**src/sv/gbn_pkg.sv**
```systemverilog
// Shared constants and types for the Go-Back-N sender window block.
// No dependencies; used by the controller, datapath and top level.
package gbn_pkg;

	localparam logic [1:0] REQ_START   = 2'd0;
	localparam logic [1:0] REQ_ACK     = 2'd1;
	localparam logic [1:0] REQ_TIMEOUT = 2'd2;

	localparam int TOTAL_W = 16;
	localparam logic [TOTAL_W-1:0] TOTAL_RESET = 16'd1;

	localparam int APB_AW = 3;
	localparam int APB_DW = 32;
	// register index sits in paddr[2]
	localparam logic [0:0] REG_TOTAL_PACKETS = 1'b0;

	typedef struct packed {
		logic start_run;     // open a round
		logic send_step;     // emit one send command of the round
		logic status_start;  // start with nothing left: emit done status
		logic event_upd;     // apply ack or timeout, emit status
	} gbn_cmd_t;

	typedef struct packed {
		logic busy;      // round in progress
		logic has_left;  // acked count below total
		logic run_last;  // one send command left in the run
	} gbn_sts_t;

endpackage

```
**src/sv/gbn_req_if.sv**
```systemverilog
// Request channel: event type and acknowledgement value.
// Depends on nothing; width set by SEQ_WIDTH.
interface gbn_req_if #(
	parameter int SEQ_WIDTH = 16
);
	logic                 valid;
	logic                 ready;
	logic [1:0]           req_type;
	logic [SEQ_WIDTH-1:0] ack_value;

	modport source (output valid, req_type, ack_value, input ready);
	modport sink   (input valid, req_type, ack_value, output ready);
endinterface

```
**src/sv/gbn_res_if.sv**
```systemverilog
// Result channel: send commands and status results.
// Depends on nothing; widths set by SEQ_WIDTH and WIN_W.
interface gbn_res_if #(
	parameter int SEQ_WIDTH = 16,
	parameter int WIN_W     = 7
);
	logic                 valid;
	logic                 ready;
	logic                 send_valid;
	logic [SEQ_WIDTH-1:0] send_seq;
	logic                 last_of_run;
	logic                 transfer_done;
	logic [WIN_W-1:0]     window_now;

	modport source (output valid, send_valid, send_seq, last_of_run, transfer_done, window_now,
		input ready);
	modport sink   (input valid, send_valid, send_seq, last_of_run, transfer_done, window_now,
		output ready);
endinterface

```
**src/sv/go_back_n_sender_window.sv**
```systemverilog
// Go-Back-N sender window controller. A start event opens a round of
// min(window, packets left) send commands, one per cycle while the result
// register is not stalled, once the controller is in its send state; the
// run counter in the datapath sets that length. An ack or timeout while a
// round is open gives one status result the cycle after acceptance. A new
// event is taken only when no run is in progress and the result register is
// empty or being drained. Events that find the block in the wrong mode give
// no result. total_packets sits at byte address 0 of the APB port and resets
// to 1; write it only while idle.
// Depends on gbn_pkg, gbn_req_if, gbn_res_if, gbn_ctrl and gbn_dpath.
module go_back_n_sender_window #(
	parameter int MAX_WINDOW = 64,
	parameter int SEQ_WIDTH  = 16
) (
	input  logic                          clk,
	input  logic                          arst_n,
	input  logic                          psel,
	input  logic                          penable,
	input  logic                          pwrite,
	input  logic [gbn_pkg::APB_AW-1:0]    paddr,
	input  logic [gbn_pkg::APB_DW-1:0]    pwdata,
	output logic [gbn_pkg::APB_DW-1:0]    prdata,
	output logic                          pready,
	gbn_req_if.sink                       req,
	gbn_res_if.source                     res
);

	localparam int WIN_W = $clog2(MAX_WINDOW + 1);

	logic [gbn_pkg::TOTAL_W-1:0] total_q;
	logic                        reg_hit;
	gbn_pkg::gbn_cmd_t           cmd;
	gbn_pkg::gbn_sts_t           sts;

	assign pready  = 1'b1;
	assign reg_hit = (paddr[gbn_pkg::APB_AW-1] == gbn_pkg::REG_TOTAL_PACKETS);
	assign prdata  = reg_hit ? gbn_pkg::APB_DW'(total_q) : '0;

	always_ff @(posedge clk or negedge arst_n) begin
		if (!arst_n) begin
			total_q <= gbn_pkg::TOTAL_RESET;
		end else if (psel && penable && pwrite && pready && reg_hit) begin
			total_q <= pwdata[gbn_pkg::TOTAL_W-1:0];
		end
	end

	gbn_ctrl u_ctrl (
		.clk       (clk),
		.arst_n    (arst_n),
		.in_valid  (req.valid),
		.in_ready  (req.ready),
		.req_type  (req.req_type),
		.out_valid (res.valid),
		.out_ready (res.ready),
		.sts       (sts),
		.cmd       (cmd)
	);

	gbn_dpath #(
		.MAX_WINDOW (MAX_WINDOW),
		.SEQ_WIDTH  (SEQ_WIDTH),
		.WIN_W      (WIN_W)
	) u_dpath (
		.clk           (clk),
		.arst_n        (arst_n),
		.req_type      (req.req_type),
		.ack_value     (req.ack_value),
		.total_packets (total_q),
		.cmd           (cmd),
		.sts           (sts),
		.send_valid    (res.send_valid),
		.send_seq      (res.send_seq),
		.last_of_run   (res.last_of_run),
		.transfer_done (res.transfer_done),
		.window_now    (res.window_now)
	);

endmodule

```
**src/sv/gbn_ctrl.sv**
```systemverilog
// Controller for the Go-Back-N sender: decodes events, sequences send runs,
// owns the result valid flag. Uses gbn_pkg command and status structs.
module gbn_ctrl (
	input  logic              clk,
	input  logic              arst_n,
	input  logic              in_valid,
	output logic              in_ready,
	input  logic [1:0]        req_type,
	output logic              out_valid,
	input  logic              out_ready,
	input  gbn_pkg::gbn_sts_t sts,
	output gbn_pkg::gbn_cmd_t cmd
);

	typedef enum logic {
		S_IDLE,
		S_SEND
	} state_t;

	state_t state_q;
	logic   out_valid_q;
	logic   slot_free;
	logic   acc;
	logic   load;

	always_comb begin
		slot_free = !out_valid_q || out_ready;
		in_ready  = (state_q == S_IDLE) && slot_free;
		acc       = in_valid && in_ready;
		cmd       = '0;
		if (acc) begin
			case (req_type)
				gbn_pkg::REQ_START: begin
					if (!sts.busy) begin
						if (sts.has_left) begin
							cmd.start_run = 1'b1;
						end else begin
							cmd.status_start = 1'b1;
						end
					end
				end
				gbn_pkg::REQ_ACK, gbn_pkg::REQ_TIMEOUT: begin
					cmd.event_upd = sts.busy;
				end
				default: ;
			endcase
		end
		cmd.send_step = (state_q == S_SEND) && slot_free;
		load = cmd.send_step || cmd.status_start || cmd.event_upd;
	end

	always_ff @(posedge clk or negedge arst_n) begin
		if (!arst_n) begin
			state_q     <= S_IDLE;
			out_valid_q <= 1'b0;
		end else begin
			case (state_q)
				S_IDLE: begin
					if (cmd.start_run) state_q <= S_SEND;
				end
				S_SEND: begin
					if (cmd.send_step && sts.run_last) state_q <= S_IDLE;
				end
				default: state_q <= S_IDLE;
			endcase
			if (load) begin
				out_valid_q <= 1'b1;
			end else if (out_ready) begin
				out_valid_q <= 1'b0;
			end
		end
	end

	assign out_valid = out_valid_q;

endmodule

```
**src/sv/gbn_dpath.sv**
```systemverilog
// Datapath for the Go-Back-N sender: acked count, window, run counters and
// the result register. Driven by gbn_ctrl through gbn_pkg structs.
module gbn_dpath #(
	parameter int MAX_WINDOW = 64,
	parameter int SEQ_WIDTH  = 16,
	parameter int WIN_W      = 7
) (
	input  logic                              clk,
	input  logic                              arst_n,
	input  logic [1:0]                        req_type,
	input  logic [SEQ_WIDTH-1:0]              ack_value,
	input  logic [gbn_pkg::TOTAL_W-1:0]       total_packets,
	input  gbn_pkg::gbn_cmd_t                 cmd,
	output gbn_pkg::gbn_sts_t                 sts,
	output logic                              send_valid,
	output logic [SEQ_WIDTH-1:0]              send_seq,
	output logic                              last_of_run,
	output logic                              transfer_done,
	output logic [WIN_W-1:0]                  window_now
);

	localparam int CW = (SEQ_WIDTH > gbn_pkg::TOTAL_W) ? SEQ_WIDTH : gbn_pkg::TOTAL_W;
	localparam logic [WIN_W:0]   MAXW_X = (WIN_W+1)'(MAX_WINDOW);
	localparam logic [WIN_W-1:0] WIN_ONE = WIN_W'(1);

	logic [SEQ_WIDTH-1:0] acked_q;
	logic [WIN_W-1:0]     window_q;
	logic                 busy_q;
	logic [SEQ_WIDTH-1:0] last_q;
	logic [SEQ_WIDTH-1:0] seq_q;
	logic [WIN_W-1:0]     left_q;

	logic [CW-1:0]        acked_x;
	logic [CW-1:0]        total_x;
	logic [CW-1:0]        remain;
	logic [WIN_W-1:0]     run_n;
	logic [SEQ_WIDTH-1:0] expected;
	logic                 is_ack;
	logic                 match;
	logic                 higher;
	logic                 round_end;
	logic [WIN_W:0]       win_dbl;
	logic [WIN_W-1:0]     win_up;
	logic [WIN_W-1:0]     win_dn;
	logic [SEQ_WIDTH-1:0] acked_n;
	logic [WIN_W-1:0]     window_n;
	logic                 busy_n;
	logic                 done_n;

	always_comb begin
		acked_x  = CW'(acked_q);
		total_x  = CW'(total_packets);
		remain   = total_x - acked_x;
		run_n    = (CW'(window_q) < remain) ? window_q : remain[WIN_W-1:0];
		expected = acked_q + SEQ_WIDTH'(1);
		is_ack   = (req_type == gbn_pkg::REQ_ACK);
		match    = is_ack && (ack_value == expected);
		higher   = is_ack && (ack_value > expected);
		round_end = (expected == last_q);
		win_dbl  = {window_q, 1'b0};
		win_up   = (win_dbl > MAXW_X) ? MAXW_X[WIN_W-1:0] : win_dbl[WIN_W-1:0];
		win_dn   = (window_q > WIN_ONE) ? window_q - WIN_ONE : WIN_ONE;
		if (match) begin
			acked_n  = expected;
			window_n = round_end ? win_up : window_q;
			busy_n   = !round_end;
		end else begin
			if (higher) begin
				acked_n = (ack_value < last_q) ? ack_value : last_q;
			end else begin
				acked_n = acked_q;
			end
			window_n = win_dn;
			busy_n   = 1'b0;
		end
		done_n = CW'(acked_n) >= total_x;

		sts.busy     = busy_q;
		sts.has_left = acked_x < total_x;
		sts.run_last = (left_q == WIN_ONE);
	end

	always_ff @(posedge clk or negedge arst_n) begin
		if (!arst_n) begin
			acked_q  <= '0;
			window_q <= WIN_ONE;
			busy_q   <= 1'b0;
		end else begin
			if (cmd.start_run) busy_q <= 1'b1;
			if (cmd.event_upd) begin
				acked_q  <= acked_n;
				window_q <= window_n;
				busy_q   <= busy_n;
			end
		end
	end

	always_ff @(posedge clk) begin
		if (cmd.start_run) begin
			last_q <= acked_q + SEQ_WIDTH'(run_n);
			seq_q  <= expected;
			left_q <= run_n;
		end
		if (cmd.send_step) begin
			send_valid    <= 1'b1;
			send_seq      <= seq_q;
			last_of_run   <= (left_q == WIN_ONE);
			transfer_done <= 1'b0;
			window_now    <= window_q;
			seq_q         <= seq_q + SEQ_WIDTH'(1);
			left_q        <= left_q - WIN_ONE;
		end
		if (cmd.status_start) begin
			send_valid    <= 1'b0;
			send_seq      <= acked_q;
			last_of_run   <= 1'b1;
			transfer_done <= 1'b1;
			window_now    <= window_q;
		end
		if (cmd.event_upd) begin
			send_valid    <= 1'b0;
			send_seq      <= acked_n;
			last_of_run   <= 1'b1;
			transfer_done <= done_n;
			window_now    <= window_n;
		end
	end

endmodule

```
**src/flat_wrapper.sv**
```systemverilog
// flat-port wrapper written by rule: the top's interface ports become plain ports
module go_back_n_sender_window_flat 
#(
	parameter int MAX_WINDOW = 64,
	parameter int SEQ_WIDTH  = 16
)
  (clk, arst_n, psel, penable, pwrite, paddr, pwdata, prdata, pready, req_valid, req_req_type, req_ack_value, req_ready, res_valid, res_send_valid, res_send_seq, res_last_of_run, res_transfer_done, res_window_now, res_ready);
  gbn_req_if #(.SEQ_WIDTH(SEQ_WIDTH)) req_i ();
  gbn_res_if #(.SEQ_WIDTH(SEQ_WIDTH), .WIN_W((7))) res_i ();
  input  logic clk;
  input  logic arst_n;
  input  logic psel;
  input  logic penable;
  input  logic pwrite;
  input  logic [gbn_pkg::APB_AW-1:0] paddr;
  input  logic [gbn_pkg::APB_DW-1:0] pwdata;
  output logic [gbn_pkg::APB_DW-1:0] prdata;
  output logic pready;
  input wire logic [$bits(req_i.valid)-1:0] req_valid;
  input wire logic [$bits(req_i.req_type)-1:0] req_req_type;
  input wire logic [$bits(req_i.ack_value)-1:0] req_ack_value;
  output wire logic [$bits(req_i.ready)-1:0] req_ready;
  output wire logic [$bits(res_i.valid)-1:0] res_valid;
  output wire logic [$bits(res_i.send_valid)-1:0] res_send_valid;
  output wire logic [$bits(res_i.send_seq)-1:0] res_send_seq;
  output wire logic [$bits(res_i.last_of_run)-1:0] res_last_of_run;
  output wire logic [$bits(res_i.transfer_done)-1:0] res_transfer_done;
  output wire logic [$bits(res_i.window_now)-1:0] res_window_now;
  input wire logic [$bits(res_i.ready)-1:0] res_ready;
  assign req_i.valid = req_valid;
  assign req_i.req_type = req_req_type;
  assign req_i.ack_value = req_ack_value;
  assign req_ready = req_i.ready;
  assign res_valid = res_i.valid;
  assign res_send_valid = res_i.send_valid;
  assign res_send_seq = res_i.send_seq;
  assign res_last_of_run = res_i.last_of_run;
  assign res_transfer_done = res_i.transfer_done;
  assign res_window_now = res_i.window_now;
  assign res_i.ready = res_ready;
  go_back_n_sender_window #(.MAX_WINDOW(MAX_WINDOW), .SEQ_WIDTH(SEQ_WIDTH)) u_core (.clk(clk), .arst_n(arst_n), .psel(psel), .penable(penable), .pwrite(pwrite), .paddr(paddr), .pwdata(pwdata), .prdata(prdata), .pready(pready), .req(req_i), .res(res_i));
endmodule
```
**config.mk**
```make
export PLATFORM = sky130hd
export DESIGN_NAME = go_back_n_sender_window_flat
export DESIGN_NICKNAME = d
export VERILOG_FILES = /design/src/sv/gbn_pkg.sv /design/src/sv/gbn_req_if.sv /design/src/sv/gbn_res_if.sv /design/src/sv/go_back_n_sender_window.sv /design/src/sv/gbn_ctrl.sv /design/src/sv/gbn_dpath.sv /design/src/flat_wrapper.sv
export SDC_FILE = /design/constraint.sdc
export NUM_CORES = 1
export LEC_CHECK = 0
export BUFFER_PORTS_ARGS = -buffer_cell sky130_fd_sc_hd__buf_2
export CAP_MARGIN = 0
export CORE_ASPECT_RATIO = 1.25
export CORE_MARGIN = 3
export CORE_UTILIZATION = 40
export DETAILED_ROUTE_END_ITERATION = 10
export PLACE_DENSITY = 0.59
export SYNTH_ARGS = -nofsm -noshare
export SYNTH_HDL_FRONTEND = slang
export SYNTH_SLANG_ARGS = --single-unit
```
**constraint.sdc**
```tcl
create_clock -name clk -period 7.5 [get_ports clk]
set_input_delay 0.375 -clock clk [delete_from_list [all_inputs] [get_ports clk]]
set_output_delay 0.375 -clock clk [all_outputs]
set_load 0.05 [all_outputs]
```
==> out/results.md <==
Critical path
* origin of the worst setup path: u_core.u_dpath.acked_q[0]
* kind of start point of the critical path: register
* Worst path slowest cell: sky130_fd_sc_hd__dfrtp_1
* crit path max fanout: 12
* critical path cell sequence: ha_1 > nand2_1 > nor4_1 > xnor2_1 > ha_1 > and4_1 > and2_1 > o221ai_1 > a31oi_1 > and2_1 > nand2_1 > o21ba_2 > ha_1 > nand2b_1 > a21o_1 > a21o_1 > a211oi_1 > o21bai_1 > a211oi_1 > o211ai_1 > a211o_1
* Data required, critical path: 7620 ps
* Crit Reg-Reg Startpoint: u_core.u_dpath.acked_q[0]
* Worst Setup End Kind: register
* setup slack, reg-to-reg: 690 ps
* startpoint-to-endpoint class of the critical path: register to register
* CP dominant cell by count: sky130_fd_sc_hd__ha_1
* endpoint of the worst setup timing path: u_core.u_dpath.transfer_done
* path depth of the worst reg2reg path: 21
* largest stage delay on the critical path: 670 ps
* Reg2Reg Capture Point: u_core.u_dpath.transfer_done
* Worst Path Arrival: 6930 ps

Cells and area
* layout filler cell count: 2,282
* Final Non-Filler Cells: 1,418
* diodes inserted: 0
* Final Core Density: 0.4498
* Layout Area Growth over Synthesis: 9.595%
* FF/Latch Area: 0.002985 sq mm
* area of the multi-input gates: 0.005904 sq mm
* nets@finish: 1,269
* share of post-route cells with drive strength above 1: 0.1602

Floorplanning
* overall die area: 0.02570 sq mm
* I/O pins: 121
* standard-cell row count: 62
* starting utilization of the core area: 0.4104
* die outline width: 144.0 um
* die height: 178.5 um
* core outline area: 0.02319 sq mm

Clock network
* setup repair bufs after CTS: 0
* total CTS buffers: 9
* clock transition at the register clock pins on the worst setup and hold paths after CTS: 80 ps
* maximum buffer depth of the clock tree: 2
* Post-CTS Hold Fix Bufs: 0
* H-tree lvl count: 3
* clock insertion delay at the later pin of the skew report: 370 ps
* TritonCTS clock tree: yes
* cell chosen for the clock root: sky130_fd_sc_hd__clkbuf_16
* number of gates given a new drive strength after cts: 0
* Sink Count: 107

Yosys
* Post-Synth XOR/XNOR Area: 0.07794
* yosys warns: 0
* fraction of the mapped netlist area in simple logic gates: 0.1861
* Post-Synthesis Cell Area: 0.009519 sq mm
* number of flops mapped to enable cells by yosys: 63
* ys async rst share: 0.3925
* fraction of the yosys area taken by sequential cells: 0.3136
* synthesized area divided by synthesized cell count: 8.930 sq um
* largest family of logic cells by synthesized area: compound AO/OA/AOI/OAI gates
* count of distinct cell types in the synthesized netlist: 86
* Seq cells post-synth: 107
* Primary FF master, synth: sky130_fd_sc_hd__edfxtp_1
* Compound-Gate Fraction of Synth Area: 0.1926
* Post-Synth Adder-Cell Area: 0.1120
* multiplexer share of the synthesized area: 0.04443
* synthesized instance count: 1,066

Timing
* Final Critical Period: 6810 ps
* headroom to the max-slew limit: 0.3019
* period utilisation layout: 0.9079
* setup TNS: 0 ps
* Worst Hold Margin: 106.1 ps
* final number of max-transition violations: 0
* final number of setup-violating endpoints: 0
* setup clock skew after layout: 10.25 ps
* maximum clock rate: 146.9 MHz
* final hold violations: 0
* Worst-Margin Slew: 1021 ps
* setup repair after global routing missed its margin: no

Job
* max-capacitance violation count: 0

Power
* power density of the placed cells: 312.7 mW/mm^2
* Switching Share: 0.4695
* part of the total power dissipated in the clock network: 0.171
* highest ir drop seen on vdd: 0.1604 mV
* net load switching power: 1.532 mW
* Final Power: 3.262 mW
* combinational group share of total power: 0.508
* reported leakage power: 4.456 nW
* internal power: 1.731 mW
* fraction of power consumed by sequential logic: 0.321

Placement
* sum of net half-perimeters after detailed placement: 24.49 mm
* count of buffers from port buffering: 85
* weighted congestion at the end of routability-driven global placement: 0.9756
* Inst Count DP: 1,402

Run status
* run status: finished, final reports clean

Global route
* maximum number of pins on one net before global-route repair: 43
* number of antenna violations at the first check in global routing: 0
* Total Routing Usage GR: 0.2495
* global-route wire length before repair: 48.21 mm
* Overflow after GRT: 0
* via count of the first global-routing pass: 8,213

Detailed routing
* count of TritonRoute iterations in the first routing pass: 6
* Vias per Instance: 5.988
* via count of the routed design: 8,491
* DRC violation count after routing: 0
* routed len/inst: 22.40 um
* DRT Wirelength: 31.77 mm
* Iteration-0 DRC Markers: 825
* number of nets with antenna violations after detailed routing: 0

Hold path
* classification of the worst-slack hold path: input port to asynchronous set/reset pin

[how the worst min path moves through the flow]
stage                              startpoint  slack [ps]  cells past startpoint                         to
floorplan                              arst_n          80                      0         u_core.total_q[10]
global placement    u_core.u_dpath.send_valid         450                      1  u_core.u_dpath.send_valid
detailed placement  u_core.u_dpath.send_valid         450                      1  u_core.u_dpath.send_valid
CTS                                    arst_n         140                      2      u_core.u_ctrl.state_q
global route                           arst_n         150                      2      u_core.u_ctrl.state_q
finish                                 arst_n         110                      2      u_core.u_ctrl.state_q
[cells in the mapped netlist, drive strengths merged, types with 6 or more instances]
cell	count	area (sq um)
a311oi	6	52.55
o21a	8	60.06
o21ai	49	245.2
xnor2	49	485.5
edfxtp	63	1892
nand3	53	277.8
or2	7	43.79
a221o	6	60.06
nand2	73	274.0
nor2	89	334.1
a31oi	11	68.82
mux2i	13	130.1
clkbuf	29	112.6
a22oi	7	52.55
nor3	25	141.4
inv	76	285.3
o31ai	7	52.55
nor2b	6	37.54
buf	41	292.8
and2	11	68.82
a21o	16	120.1
mux2	26	292.8
and3	12	85.08
and4	6	55.05
or3	6	37.54
xor2	19	166.4
a221oi	11	102.6
dfrtp	40	1001
ha	82	1026
a21oi	88	447.9
a211oi	10	75.07
o211ai	9	67.56
nand4	21	152.6
nor4	13	108.9
[registers in the layout, indices dropped and copies added, names as in the netlist, 7 cells and up]
name                       cells
u_core.u_dpath.last_q         16
u_core.total_q                16
u_core.u_dpath.seq_q          16
u_core.u_dpath.send_seq       16
u_core.u_dpath.left_q          7
u_core.u_dpath.window_now      7
u_core.u_dpath.acked_q        16
u_core.u_dpath.window_q        7
[cell type report]
type	instances	area share
clock buffers	9	0.02159
clock inverters	7	0.01067
inverters	76	0.02734
multi-input cells	828	0.5660
flip-flops and latches	107	0.2862
well taps	288	0.03454
repair buffers	103	0.05373
[power by group through the flow]
stage / registers, mW / logic [mW] / clock network, mW
after floorplan: 1.20 / 1.05 / 0
after global placement: 1.05 / 1.63 / 0
after detailed placement: 1.05 / 1.65 / 0
after CTS: 1.04 / 1.66 / 0.567
after global routing: 1.07 / 1.81 / 0.588
final: 1.05 / 1.66 / 0.559
[cell families after synthesis]
family,Yosys count
AOI/OAI and AO/OA,276
xor gates and xnor gates,72
adders and majority gates,84
buffers and inverters,146
DFF,107
muxes,39
other,2
and+or+nand+nor,340
[per-stage QoR]
step,instance area [sq um],setup WS (ps)
after floorplan,9575,2215
after global placement,10100,832.6
after detailed placement,10100,831.7
after CTS,10430,733.9
after global routing,10430,300.7
final,10430,690.5
[layer usage]
metal	part of all wire	routed length [um]	GRT usage
met1	0.42	13410	0.3287
met2	0.47	14960	0.4074
met3	0.069	2208	0.04049
met4	0.037	1190	0.09929
met5	0	0	0
[critical path: cells and delay by family (launching register included)]
family	cells	cell delay, ps
AO/OA/AOI/OAI	10	2330
AND/OR/NAND/NOR	7	2220
adder cells (fa/ha/maj)	3	1020
flip-flops	1	670
XOR/XNOR	1	320
[placed cells by master (no fill, tap or decap), types with 5 or more instances in the layout]
master                      instances
sky130_fd_sc_hd__a211oi_1          10
sky130_fd_sc_hd__nand4_1           19
sky130_fd_sc_hd__dfrtp_1           40
sky130_fd_sc_hd__nand2_1           73
sky130_fd_sc_hd__and2_1            11
sky130_fd_sc_hd__edfxtp_1          63
sky130_fd_sc_hd__nor2_1            89
sky130_fd_sc_hd__nor2b_1            6
sky130_fd_sc_hd__mux2i_1           13
sky130_fd_sc_hd__a21o_1            16
sky130_fd_sc_hd__or2_2              7
sky130_fd_sc_hd__buf_2             85
sky130_fd_sc_hd__a211o_1            5
sky130_fd_sc_hd__xnor2_1           46
sky130_fd_sc_hd__a31oi_1           11
sky130_fd_sc_hd__o21a_1             8
sky130_fd_sc_hd__o31ai_1            7
sky130_fd_sc_hd__inv_1             75
sky130_fd_sc_hd__a21oi_1           86
sky130_fd_sc_hd__a221o_1            6
sky130_fd_sc_hd__ha_1              82
sky130_fd_sc_hd__a221oi_1          10
sky130_fd_sc_hd__o21ai_0           46
sky130_fd_sc_hd__conb_1            17
sky130_fd_sc_hd__buf_4             18
sky130_fd_sc_hd__or4_1              5
sky130_fd_sc_hd__clkbuf_16          9
sky130_fd_sc_hd__nand3_1           52
sky130_fd_sc_hd__and4_1             5
sky130_fd_sc_hd__a311oi_1           6
sky130_fd_sc_hd__or3_1              6
sky130_fd_sc_hd__nand2b_1           5
sky130_fd_sc_hd__o211ai_1           9
sky130_fd_sc_hd__and3_1            10
sky130_fd_sc_hd__nor3_1            23
sky130_fd_sc_hd__mux2_2            26
sky130_fd_sc_hd__a22oi_1            7
sky130_fd_sc_hd__nor4_1            10
sky130_fd_sc_hd__xor2_1            19
Power figures use the tool's default switching activity.
